===== config.mk =====
export PLATFORM = sky130hd
export DESIGN_NAME = salc_ctrl
export DESIGN_NICKNAME = d
export VERILOG_FILES = /design/src/rtl/core/set_associative_lru_cache_macros.svh /design/src/rtl/core/salc_pkg.sv /design/src/rtl/core/salc_ctrl.sv
export SDC_FILE = /design/constraint.sdc
export NUM_CORES = 1
export LEC_CHECK = 0
export ABC_AREA = 1
export BUFFER_PORTS_ARGS = -buffer_cell sky130_fd_sc_hd__buf_4
export CAP_MARGIN = 20
export CORE_MARGIN = 2
export CORE_UTILIZATION = 40
export DETAILED_ROUTE_END_ITERATION = 6
export HOLD_SLACK_MARGIN = 0.15
export PLACE_DENSITY = 0.69
export SLEW_MARGIN = 15
export SYNTH_ARGS = -nofsm -noshare
export SYNTH_HDL_FRONTEND = slang
export SYNTH_SLANG_ARGS = --single-unit

===== constraint.sdc =====
create_clock -name clk -period 2.1 [get_ports clk]
set_clock_uncertainty 0.05 [all_clocks]
set_input_delay 0.42 -clock clk [delete_from_list [all_inputs] [get_ports clk]]
set_output_delay 0.42 -clock clk [all_outputs]
set_load 0.05 [all_outputs]

===== src/rtl/core/set_associative_lru_cache_macros.svh =====
`ifndef SET_ASSOCIATIVE_LRU_CACHE_MACROS_SVH
`define SET_ASSOCIATIVE_LRU_CACHE_MACROS_SVH

// same-cycle implication, checked outside reset
`define SALC_ASSERT_NOW(lbl, ante, cons) \
    lbl: assert property (@(posedge clk) disable iff (!rst_n) (ante) |-> (cons)) \
        else $error("cache check failed");

// next-cycle implication, checked outside reset
`define SALC_ASSERT_NEXT(lbl, ante, cons) \
    lbl: assert property (@(posedge clk) disable iff (!rst_n) (ante) |=> (cons)) \
        else $error("cache check failed");

`endif


===== src/rtl/core/salc_pkg.sv =====
package salc_pkg;

    localparam int MAX_BLOCK_WORDS = 16;
    localparam int MAX_SETS        = 32;
    localparam int MAX_WAYS        = 8;
    localparam int MEM_WORDS       = 65536;

    localparam int WORD_W  = $clog2(MAX_BLOCK_WORDS);
    localparam int SET_W   = $clog2(MAX_SETS);
    localparam int WAY_W   = $clog2(MAX_WAYS);
    localparam int MEM_AW  = $clog2(MEM_WORDS);
    localparam int LINE_AW = SET_W + WAY_W + WORD_W;
    localparam int CNT_W   = WORD_W + 1;
    localparam int TAG_W   = 16;
    localparam int DATA_W  = 32;
    localparam int OUT_W   = 56;

    localparam logic [1:0] REQ_READ    = 2'd0;
    localparam logic [1:0] REQ_WRITE   = 2'd1;
    localparam logic [1:0] REQ_PRELOAD = 2'd2;

    localparam logic [1:0] REG_BLOCK_LOG2 = 2'd0;
    localparam logic [1:0] REG_SETS_LOG2  = 2'd1;
    localparam logic [1:0] REG_WAYS_LOG2  = 2'd2;

    typedef enum logic [2:0] {
        ACT_C2P     = 3'd0,
        ACT_P2C     = 3'd1,
        ACT_M2C     = 3'd2,
        ACT_C2M     = 3'd3,
        ACT_DISCARD = 3'd4
    } action_t;

    typedef struct packed {
        logic    clr_run;
        logic    req_load;
        logic    preload;
        logic    tag_rd;
        logic    compare;
        logic    wb_run;
        logic    fill_run;
        logic    fill_commit;
        logic    touch;
        logic    word_wr;
        logic    word_rd;
        logic    emit;
        action_t emit_kind;
    } cmd_t;

    typedef struct packed {
        logic clr_done;
        logic hit_now;
        logic vic_valid_now;
        logic vic_dirty_now;
        logic vic_dirty;
        logic copy_done;
        logic out_free;
        logic is_write;
    } status_t;

endpackage


===== src/rtl/core/salc_ctrl.sv =====
module salc_ctrl
    import salc_pkg::*;
(
    input  logic       clk,
    input  logic       rst_n,
    input  logic       in_valid,
    input  logic [1:0] in_type,
    output logic       in_ready,
    input  status_t    st,
    output cmd_t       cmd
);

    typedef enum logic [9:0] {
        S_CLEAR     = 10'b0000000001,
        S_IDLE      = 10'b0000000010,
        S_LOOKUP    = 10'b0000000100,
        S_COMPARE   = 10'b0000001000,
        S_WB        = 10'b0000010000,
        S_EMIT_VIC  = 10'b0000100000,
        S_FILL      = 10'b0001000000,
        S_EMIT_FILL = 10'b0010000000,
        S_ACCESS    = 10'b0100000000,
        S_EMIT_RD   = 10'b1000000000
    } state_t;

    state_t state_reg, state_next;

    always_ff @(posedge clk or negedge rst_n)
    begin
        if (!rst_n)
        begin
            state_reg <= S_CLEAR;
        end
        else
        begin
            state_reg <= state_next;
        end
    end

    always_comb
    begin
        state_next    = state_reg;
        cmd           = '0;
        cmd.emit_kind = ACT_C2P;
        in_ready      = 1'b0;
        unique case (state_reg)
            S_CLEAR:
            begin
                cmd.clr_run = 1'b1;
                if (st.clr_done)
                begin
                    state_next = S_IDLE;
                end
            end
            S_IDLE:
            begin
                in_ready = 1'b1;
                if (in_valid)
                begin
                    cmd.req_load = 1'b1;
                    cmd.preload  = (in_type == REQ_PRELOAD);
                    if (!in_type[1])
                    begin
                        state_next = S_LOOKUP;
                    end
                end
            end
            S_LOOKUP:
            begin
                cmd.tag_rd = 1'b1;
                state_next = S_COMPARE;
            end
            S_COMPARE:
            begin
                cmd.compare = 1'b1;
                priority if (st.hit_now)
                begin
                    state_next = S_ACCESS;
                end
                else if (st.vic_valid_now)
                begin
                    state_next = st.vic_dirty_now ? S_WB : S_EMIT_VIC;
                end
                else
                begin
                    state_next = S_FILL;
                end
            end
            S_WB:
            begin
                cmd.wb_run = 1'b1;
                if (st.copy_done)
                begin
                    state_next = S_EMIT_VIC;
                end
            end
            S_EMIT_VIC:
            begin
                cmd.emit_kind = st.vic_dirty ? ACT_C2M : ACT_DISCARD;
                if (st.out_free)
                begin
                    cmd.emit   = 1'b1;
                    state_next = S_FILL;
                end
            end
            S_FILL:
            begin
                cmd.fill_run = 1'b1;
                if (st.copy_done)
                begin
                    state_next = S_EMIT_FILL;
                end
            end
            S_EMIT_FILL:
            begin
                cmd.emit_kind = ACT_M2C;
                if (st.out_free)
                begin
                    cmd.emit        = 1'b1;
                    cmd.fill_commit = 1'b1;
                    state_next      = S_ACCESS;
                end
            end
            S_ACCESS:
            begin
                cmd.emit_kind = ACT_P2C;
                if (st.is_write)
                begin
                    if (st.out_free)
                    begin
                        cmd.touch   = 1'b1;
                        cmd.word_wr = 1'b1;
                        cmd.emit    = 1'b1;
                        state_next  = S_IDLE;
                    end
                end
                else
                begin
                    cmd.touch   = 1'b1;
                    cmd.word_rd = 1'b1;
                    state_next  = S_EMIT_RD;
                end
            end
            S_EMIT_RD:
            begin
                cmd.emit_kind = ACT_C2P;
                if (st.out_free)
                begin
                    cmd.emit   = 1'b1;
                    state_next = S_IDLE;
                end
            end
            default:
            begin
                state_next = S_IDLE;
            end
        endcase
    end

endmodule


==> impl_metrics.csv, run 1 <==
group,metric,value,unit
global_route,grt_pass1_vias,1033,
timing,fin_crit,2.112,ns
route,vias_per_cell,4.976,
power_and_ir_drop,sw_frac_of_total,50.24,%
timing,worstMarginPinSlew,0.3230,ns
global_route,grt_usage,21.66,%
route,final_antenna_net_count,0,
power_and_ir_drop,p_total,0.001172,W
route,first_pass_iters,4,
outcome,status,"finished with violations",
cts,cts_made_buffers,3,
hold_path,hold_path_end,"state_reg[9]$_DFFE_PN0P_",
cts,clk_pin_slew,0.07,ns
power_and_ir_drop,combPwrFrac,64.9,%
synthesis,yosysTopAreaCell,"dfrtp_1",
cts,clk_latency,0.27,ns
synthesis,yosys_warnings,0,
synthesis,synth_cell_types,25,
synthesis,synth_area_per_cell,6.910,um^2
timing,grt_setup_unrepaired,"yes",
cts,cts_root_buf,"clkbuf_4",
timing,report.final.hold_viol_count,0,
hold_path,hp-start,"st[0]",
setup_path,end_kind,"output port",
finish,synthToLayoutAreaGrowth,56.49,%
setup_path,crit_chain,"nor2_4 > nand2_4 > nor2_4 > nand2_4 > inv_2 > nand2_2 > a31oi_4 > buf_6",
cts,cts_tree,"yes",
setup_path,worstPathRequired,1.63,ns
finish,final_area,1449,um^2
hold_path,hold_class,"input pin to flip-flop",
setup_path,reg2reg_slack,0.35,ns
placed_design,port_buffers,28,
setup_path,slowest_stage,"dfrtp_1",
finish,final_core_util,66.13,%
timing,slew_violations,0,
synthesis,ys_async_sr_fraction,100.0,%
synthesis,synthTopCellsByArea,"dfrtp_1, inv_1, nand2_1",
floorplanning,die_height,52.11,um
setup_path,r2r-start,"state_reg[0]$_DFFE_PN1P_",
floorplanning,io_pins,29,
synthesis,synthFlopType,"dfrtp_1",
synthesis,synth.top_cell.area_share,24.32,%
floorplanning,design.die.area,2715,um^2
route,avgRoutedWirePerCell,12.59,um
power_and_ir_drop,power_density,809.1,nW/um^2
cts,clock-sinks,10,
timing,setup_ws,-0.01198,ns
route,vias,1055,
global_route,antenna_found_initial,0,
floorplanning,rows,17,
synthesis,synth_edf_count,0,
global_route,grt_overflow,0,
power_and_ir_drop,cellLeakagePower,0.8158,nW
setup_path,r2r-end,"state_reg[1]$_DFFE_PN0P_",
setup_path,ff2ff_path_depth,12,
synthesis,synthesis.nets,147,
synthesis,yosysSeqAreaShare,27.16,%
timing,period_share,100.6,%
placed_design,dp_hpwl,1.924,mm
global_route,grt_max_degree,11,
cts,h-tree-depth,1,
placed_design,placed_area,1189,um^2
power_and_ir_drop,clkPwrFrac,14.9,%
hold_path,holdPathStages,2,
timing,relSlewSlack,78.28,%
setup_path,crit_path_max_fanout,4,
synthesis,yosys-top-cells-count,"inv_1, nand2_1, nor2_1",
power_and_ir_drop,vdd_ir_drop_max,0.6388,mV
finish,final_net_count,198,
power_and_ir_drop,seqPwrFrac,20.2,%
outcome,violations,"negative setup slack",
floorplanning,die_w,52.11,um
setup_path,worst_ep_arrival_time,1.64,ns
route,drtIter0Drc,29,
synthesis,synthCells,134,
finish,largest_reg_flops,10,
job,max-cap-violations,0,
global_route,grt_first_pass_wirelength,4.353,mm
timing,clock.fmax,473.5,MHz
floorplanning,start_util,42.26,%
setup_path,startpoint_type,"flip-flop",
setup_path,path_class,"flip-flop to output port",
route,remaining_drc_errors,0,
finish,antenna_cells,0,
cts,clk_path_buf_depth,2,
floorplanning,core,2191,um^2
setup_path,max_stage_delay,0.41,ns
timing,whs,0.3469,ns
timing,finalSetupViolations,1,
power_and_ir_drop,p_switching,0.0005889,W
route,wl,2.670,mm
synthesis,ys_seq_elements,10,
synthesis,synthesis.area,925.9,um^2
power_and_ir_drop,power.internal,0.0005834,W
finish,drive_gt1_share,50.00,%
placed_design,place_congestion,0.8433,
[how the worst max path moves through the flow]
| stage | start | to | slack, ns | cells past startpoint |
|---|---|---|---|---|
| detailed placement | state_reg[2]$_DFFE_PN0P_ | cmd[3] | 0.18 | 8 |
| global placement | state_reg[2]$_DFFE_PN0P_ | cmd[3] | 0.23 | 8 |
| floorplan | state_reg[4]$_DFFE_PN0P_ | cmd[12] | -0.08 | 5 |
| CTS | state_reg[1]$_DFFE_PN0P_ | cmd[3] | 0.006 | 8 |
| finish | state_reg[7]$_DFFE_PN0P_ | cmd[3] | -0.01 | 8 |
| global route | state_reg[7]$_DFFE_PN0P_ | cmd[3] | -0.09 | 8 |
[cells in the final DEF (no fill, tap or decap), types with 5 or more instances in the layout]
cell type	instances
buf_4	37
inv_1	24
nand2_1	24
nor2_1	16
dfrtp_1	9
buf_6	8
nor2_4	7
nand2_4	6
nand2_2	6
inv_2	5
nor2_2	5
nand3_1	5
[critical path, delay by kind of cell, from the launching register on]
kind                   cells  cell delay [ns]
AOI/OAI and AO/OA          1             0.17
buffers and inverters      2             0.24
DFF                        1             0.41
and+or+nand+nor            5             0.54
[kinds of logic after synthesis]
| family | synth area share [%] |
|---|---|
| and+or+nand+nor | 51.49 |
| DFF | 27.16 |
| buffers and inverters | 13.38 |
| AOI/OAI and AO/OA | 7.972 |
[metrics by stage]
| step | cells | setup TNS, ns | setup slack [ns] |
|---|---|---|---|
| finish | 212 | -0.01198 | -0.01198 |
| global route | 212 | -0.3052 | -0.09433 |
| CTS | 205 | 0 | 0.005879 |
| detailed placement | 190 | 0 | 0.1835 |
| global placement | 190 | 0 | 0.2292 |
| floorplan | 134 | -0.08612 | -0.07563 |
[area by class of cell]
cell class              count  area [um^2]
fillers                   184        742.0
multi-input cells          93        624.3
repair buffers             46        377.9
flip-flops and latches     10        251.5
inverters                  31        123.9
clock buffers               4        36.28
well taps                  28        35.03
[timing repair]
item	CTS	global route
endpoints found under the hold margin	10	0
gates resized for setup	7	15
buffers inserted	10	7
pin swaps	8	10
setup endpoints to repair	2	4
cloned	0	0
hold buffers	1	0
[metal layers]
layer  vias to the layer above  GRT usage, %  part of all wire, %
met5                         -             0                    0
met4                         0         6.579                  1.4
met3                         6         3.161                  6.7
li1                        512             -                    -
met1                       495         25.31                   39
met2                        42         40.08                   53
[power groups by stage]
stage	sequential, W	combinational (W)	clock [W]
after floorplan	0.000239	0.000497	0
after global placement	0.000241	0.000639	0
after detailed placement	0.000243	0.000650	0
after CTS	0.000232	0.000723	0.000179
after global routing	0.000239	0.000821	0.000195
final	0.000237	0.000761	0.000174
(Power assumes the default switching activity.)
==> inputs of run 2 (changes only) <==
--- a/config.mk
+++ b/config.mk
@@ -9,7 +9,7 @@
 export BUFFER_PORTS_ARGS = -buffer_cell sky130_fd_sc_hd__buf_4
 export CAP_MARGIN = 20
-export CORE_MARGIN = 2
 export CORE_UTILIZATION = 40
 export DETAILED_ROUTE_END_ITERATION = 6
+export GPL_TIMING_DRIVEN = 1
 export HOLD_SLACK_MARGIN = 0.15
 export PLACE_DENSITY = 0.69
==> constraint.sdc (replaced) <==
create_clock -name clk -period 2.1 [get_ports clk]
set_clock_uncertainty 0.05 [all_clocks]
set_input_delay 0.21 -clock clk [delete_from_list [all_inputs] [get_ports clk]]
set_output_delay 0.21 -clock clk [all_outputs]
set_load 0.05 [all_outputs]
==> impl_metrics.csv, run 2 (same netlist as run 1, synthesis figures left out) <==
group,metric,value,unit
outcome,status,"completed",
timing,slew_violations,0,
finish,final_net_count,183,
hold_path,hold_class,"input pin to flip-flop",
finish,multi_input_area,573.1,um^2
timing,finalSetupViolations,0,
route,avgRoutedWirePerCell,10.88,um
power_and_ir_drop,vdd_ir_drop_max,0.4841,mV
setup_path,crit_path_max_fanout,7,
cts,clock-sinks,10,
placed_design,dp_hpwl,1.798,mm
finish,drive_gt1_share,40.24,%
finish,fillers,212,
timing,setup_tns,0,ns
timing,grt_setup_unrepaired,"no",
floorplanning,die_height,50.11,um
floorplanning,die_w,50.11,um
floorplanning,io_pins,29,
floorplanning,design.die.area,2511,um^2
global_route,grt_first_pass_wirelength,3.864,mm
placed_design,placed_area,1189,um^2
finish,regArea,251.5,um^2
global_route,grt_max_degree,11,
global_route,grt_usage,20.14,%
setup_path,startpoint_type,"flip-flop",
cts,cts_root_buf,"clkbuf_4",
timing,relSlewSlack,83.40,%
power_and_ir_drop,cellLeakagePower,0.7346,nW
finish,final_area,1264,um^2
route,wl,2.144,mm
setup_path,crit_chain,"nor2_4 > nand2_2 > nor2_4 > nand2_4 > inv_1 > nand2_1 > a31oi_2 > buf_6",
timing,report.final.hold_viol_count,0,
timing,setup_ws,0.1233,ns
setup_path,worst_ep_arrival_time,1.72,ns
route,vias_per_cell,4.670,
setup_path,end_kind,"output port",
finish,synthToLayoutAreaGrowth,36.49,%
route,drtIter0Drc,20,
floorplanning,core,2191,um^2
finish,antenna_cells,0,
timing,period_share,94.13,%
finish,largest_reg_flops,10,
placed_design,port_buffers,28,
finish,final_common_cell,"buf_4",
timing,worstMarginPinSlew,0.2481,ns
setup_path,max_stage_delay,0.44,ns
global_route,grt_overflow,0,
cts,clk_pin_slew,0.08,ns
placed_design,place_congestion,0.8540,
cts,clk_latency,0.28,ns
route,final_antenna_net_count,0,
global_route,grt_pass1_vias,928,
timing,fin_crit,1.977,ns
global_route,antenna_found_initial,0,
route,first_pass_iters,4,
setup_path,slowest_stage,"dfrtp_1",
timing,clock.fmax,505.9,MHz
cts,clk_path_buf_depth,2,
route,remaining_drc_errors,0,
power_and_ir_drop,power_density,844.9,nW/um^2
cts,post_cts_buffers,0,
floorplanning,start_util,42.26,%
floorplanning,rows,17,
finish,final_core_util,57.68,%
setup_path,worstPathRequired,1.84,ns
setup_path,path_class,"flip-flop to output port",
cts,cts_tree,"yes",
placed_design,place_ws,0.3939,ns
cts,cts_made_buffers,3,
setup_path,path_common_cell,"nor2_4",
route,vias,920,
finish,final_cell_mix,"buf_4, inv_1, nand2_1",
cts,h-tree-depth,1,
job,max-cap-violations,0,
run 2: changes by cell type in the layout (fill, tap and decap cells not counted), sizes merged:
cell,change
dlygate4sd3,+2
buf,-17
run 2: worst paths after layout:
path	startpoint	endpoint	slack [ns]	cells after the start
setup / recovery	state_reg[6]$_DFFE_PN0P_	cmd[3]	0.12	8
hold / removal	st[4]	state_reg[4]$_DFFE_PN0P_	0.15	3
setup reg to reg	state_reg[0]$_DFFE_PN1P_	state_reg[1]$_DFFE_PN0P_	0.47	11
hold reg to reg	state_reg[1]$_DFFE_PN0P_	state_reg[0]$_DFFE_PN1P_	0.54	3
max in group asynchronous	rst_n	state_reg[0]$_DFFE_PN1P_	1.52	2
min in group asynchronous	rst_n	state_reg[6]$_DFFE_PN0P_	0.24	2
run 2: metal layers:
metal | vias up | global-route usage, % | part of all wire, %
met3 | 4 | 2.160 | 5.2
met5 | - | 0 | 0
met2 | 31 | 36.22 | 50
met1 | 402 | 23.45 | 44
li1 | 483 | - | -
met4 | 0 | 9.048 | 1.3
run 2: power breakdown:
group / internal [W] / switching (W) / total (W) / leakage (nW)
clock: 0.000106 / 0.0000773 / 0.000183 / 0.0210
sequential: 0.000215 / 0.0000231 / 0.000238 / 0.132
combinational: 0.000197 / 0.000450 / 0.000647 / 0.581
total: 0.000517 / 0.000550 / 0.00107 / 0.735
run 2: stage by stage:
stage / power, W / cells / hold WS, ns
6_report: 0.001068 / 197 / 0.1527
5_1_grt: 0.001151 / 197 / 0.1632
4_1_cts: 0.001072 / 197 / 0.1574
3_5_place_dp: 0.0008821 / 190 / -0.001527
3_3_place_gp: 0.0008768 / 190 / -0.002935
2_1_floorplan: 0.0007359 / 134 / -0.1356
run 2: final cells by class:
| class | count | share of cell area (%) |
|---|---|---|
| inverters | 31 | 9.802 |
| well taps | 28 | 2.772 |
| clock buffers | 4 | 2.871 |
| multi-input cells | 93 | 45.35 |
| repair buffers | 31 | 19.31 |
| flip-flops and latches | 10 | 19.90 |
run 2: critical path, delay by kind of cell (launching register included):
| kind | cells | cell delay [ns] |
|---|---|---|
| flops | 1 | 0.44 |
| compound gates | 1 | 0.18 |
| buf+inv | 2 | 0.26 |
| simple gates | 5 | 0.55 |
run 2: what timing repair did:
item / CTS / global route
hold buffers: 3 / 0
gates resized for setup: 0 / 2
endpoints found under the hold margin: 12 / 0
endpoints found under the setup margin: 0 / 1
==> inputs of run 3 (changes only) <==
PLACE_DENSITY = 0.72   (was 0.69)
clock period = 1.8 ns   (was 2.1 ns; I/O delays follow)
==> impl_metrics.csv, run 3 (same netlist as run 1, synthesis figures left out) <==
group,metric,value,unit
outcome,status,"finished with violations",
outcome,violations,"negative setup slack",
route,vias_per_cell,5.118,
cts,cts_made_buffers,3,
floorplanning,io_pins,29,
route,avgRoutedWirePerCell,15.13,um
global_route,grt_overflow,0,
finish,drive_gt1_share,54.69,%
finish,final_net_count,206,
timing,relSlewSlack,73.18,%
finish,largest_reg_flops,10,
route,remaining_drc_errors,0,
setup_path,worstPathRequired,1.57,ns
floorplanning,start_util,42.26,%
timing,slew_violations,0,
global_route,grt_pass1_vias,1129,
timing,worstMarginPinSlew,0.3989,ns
global_route,antenna_found_initial,0,
finish,synthToLayoutAreaGrowth,72.84,%
cts,clk_path_buf_depth,2,
cts,cts_root_buf,"clkbuf_4",
placed_design,place_congestion,0.8752,
finish,final_cell_mix,"buf_4, inv_1, nand2_1",
job,max-cap-violations,0,
finish,antenna_cells,0,
placed_design,placed_area,1191,um^2
timing,setup_ws,-0.1073,ns
global_route,grt_first_pass_wirelength,4.774,mm
setup_path,crit_path_max_fanout,4,
cts,h-tree-depth,1,
setup_path,startpoint_type,"flip-flop",
finish,final_area,1600,um^2
cts,clock-sinks,10,
cts,clk_latency,0.27,ns
floorplanning,rows,17,
floorplanning,die_height,50.11,um
finish,final_common_cell,"buf_4",
floorplanning,die_w,50.11,um
timing,whs,0.1682,ns
setup_path,r2r-end,"state_reg[5]$_DFFE_PN0P_",
floorplanning,core,2191,um^2
global_route,grt_usage,25.77,%
finish,fillers,154,
cts,cts_tree,"yes",
timing,finalSetupViolations,9,
setup_path,end_kind,"output port",
placed_design,dp_hpwl,1.852,mm
route,vias,1126,
timing,period_share,106.0,%
timing,fin_crit,1.907,ns
setup_path,cp-startpoint,"state_reg[8]$_DFFE_PN0P_",
route,drtIter0Drc,29,
route,wl,3.329,mm
timing,grt_setup_unrepaired,"yes",
cts,clk_pin_slew,0.07,ns
setup_path,max_stage_delay,0.41,ns
floorplanning,design.die.area,2511,um^2
setup_path,ff2ff_path_depth,9,
timing,report.final.hold_viol_count,0,
setup_path,reg2reg_slack,-0.02,ns
setup_path,cp-endpoint,"cmd[3]",
route,first_pass_iters,5,
setup_path,path_class,"flip-flop to output port",
setup_path,worst_ep_arrival_time,1.68,ns
power_and_ir_drop,vdd_ir_drop_max,0.6630,mV
power_and_ir_drop,cellLeakagePower,0.8667,nW
timing,clock.fmax,524.3,MHz
setup_path,crit_chain,"nor2_2 > nand2_2 > inv_2 > nand3_4 > nand2_4 > inv_4 > a31oi_4 > buf_6",
hold_path,hold_class,"input pin to flip-flop",
route,final_antenna_net_count,0,
setup_path,r2r-start,"state_reg[6]$_DFFE_PN0P_",
power_and_ir_drop,power_density,934.4,nW/um^2
global_route,grt_max_degree,11,
setup_path,slowest_stage,"dfrtp_1",
placed_design,port_buffers,28,
==> run 3: changes by cell type in the layout (fill, tap and decap cells not counted), moves of 4 or more <==
| cell | previous run | this run |
|---|---|---|
| nor2_1 | 20 | 12 |
| nor2_2 | 4 | 10 |
| buf_6 | 1 | 9 |
| nand3_1 | 6 | 2 |
| buf_4 | 27 | 36 |
==> run 3: final cells by class <==
cell class	count	area, um^2	share of cell area [%]
inverter	31	126.4	7.897
tap	28	35.03	2.189
timing repair buffer	54	476.7	29.79
multi-input combinational	93	674.4	42.14
sequential	10	251.5	15.72
clock buffer	4	36.28	2.267
==> run 3: how the worst min path moves through the flow <==
stage               start                  endpoint  slack (ns)  depth (start not counted)
floorplan           rst_n  state_reg[1]$_DFFE_PN0P_       -0.17                          0
global placement    rst_n  state_reg[7]$_DFFE_PN0P_       -0.04                          1
detailed placement  rst_n  state_reg[7]$_DFFE_PN0P_       -0.03                          1
CTS                 st[6]  state_reg[4]$_DFFE_PN0P_        0.17                          4
global route        st[6]  state_reg[6]$_DFFE_PN0P_        0.19                          4
finish              st[6]  state_reg[6]$_DFFE_PN0P_        0.17                          4
==> run 3: worst max-delay path, delay by kind of cell, from the launching register on <==
kind / cells / cell delay, ns
buffers and inverters: 3 / 0.34
flip-flops: 1 / 0.41
AO/OA/AOI/OAI: 1 / 0.17
AND/OR/NAND/NOR: 4 / 0.49
==> run 3: what timing repair did <==
item	CTS	global route
pin swaps	11	5
endpoints found under the hold margin	13	0
setup endpoints to repair	4	16
gates resized for setup	20	21
setup buffers	13	7
hold buffers	6	0
==> run 3: per-layer routing <==
metal	part of all wire (%)	vias up	global-route usage, %
met2	56	53	48.67
met4	4.3	0	15.71
met3	5.2	16	2.160
met5	0	-	0
met1	35	527	26.79
li1	-	530	-
==> run 3: through the flow <==
stage / setup TNS [ns] / setup WS [ns] / power, W / utilization (%) / instances
floorplan: -0.1356 / -0.1356 / 0.0008588 / - / 134
global placement: 0 / 0.1494 / 0.001025 / 54.37 / 190
detailed placement: 0 / 0.05994 / 0.001041 / 54.37 / 190
CTS: -0.1348 / -0.06219 / 0.001396 / 67.10 / 213
global route: -1.070 / -0.1442 / 0.001575 / 73.04 / 220
finish: -0.3705 / -0.1073 / 0.001495 / 73.04 / 220
==> run 3: power breakdown <==
| group | total [W] | switching, W | internal [W] |
|---|---|---|---|
| registers | 0.000278 | 0.0000274 | 0.000251 |
| logic | 0.00101 | 0.000653 | 0.000354 |
| clock network | 0.000210 | 0.0000870 | 0.000123 |
| total | 0.00150 | 0.000768 | 0.000728 |
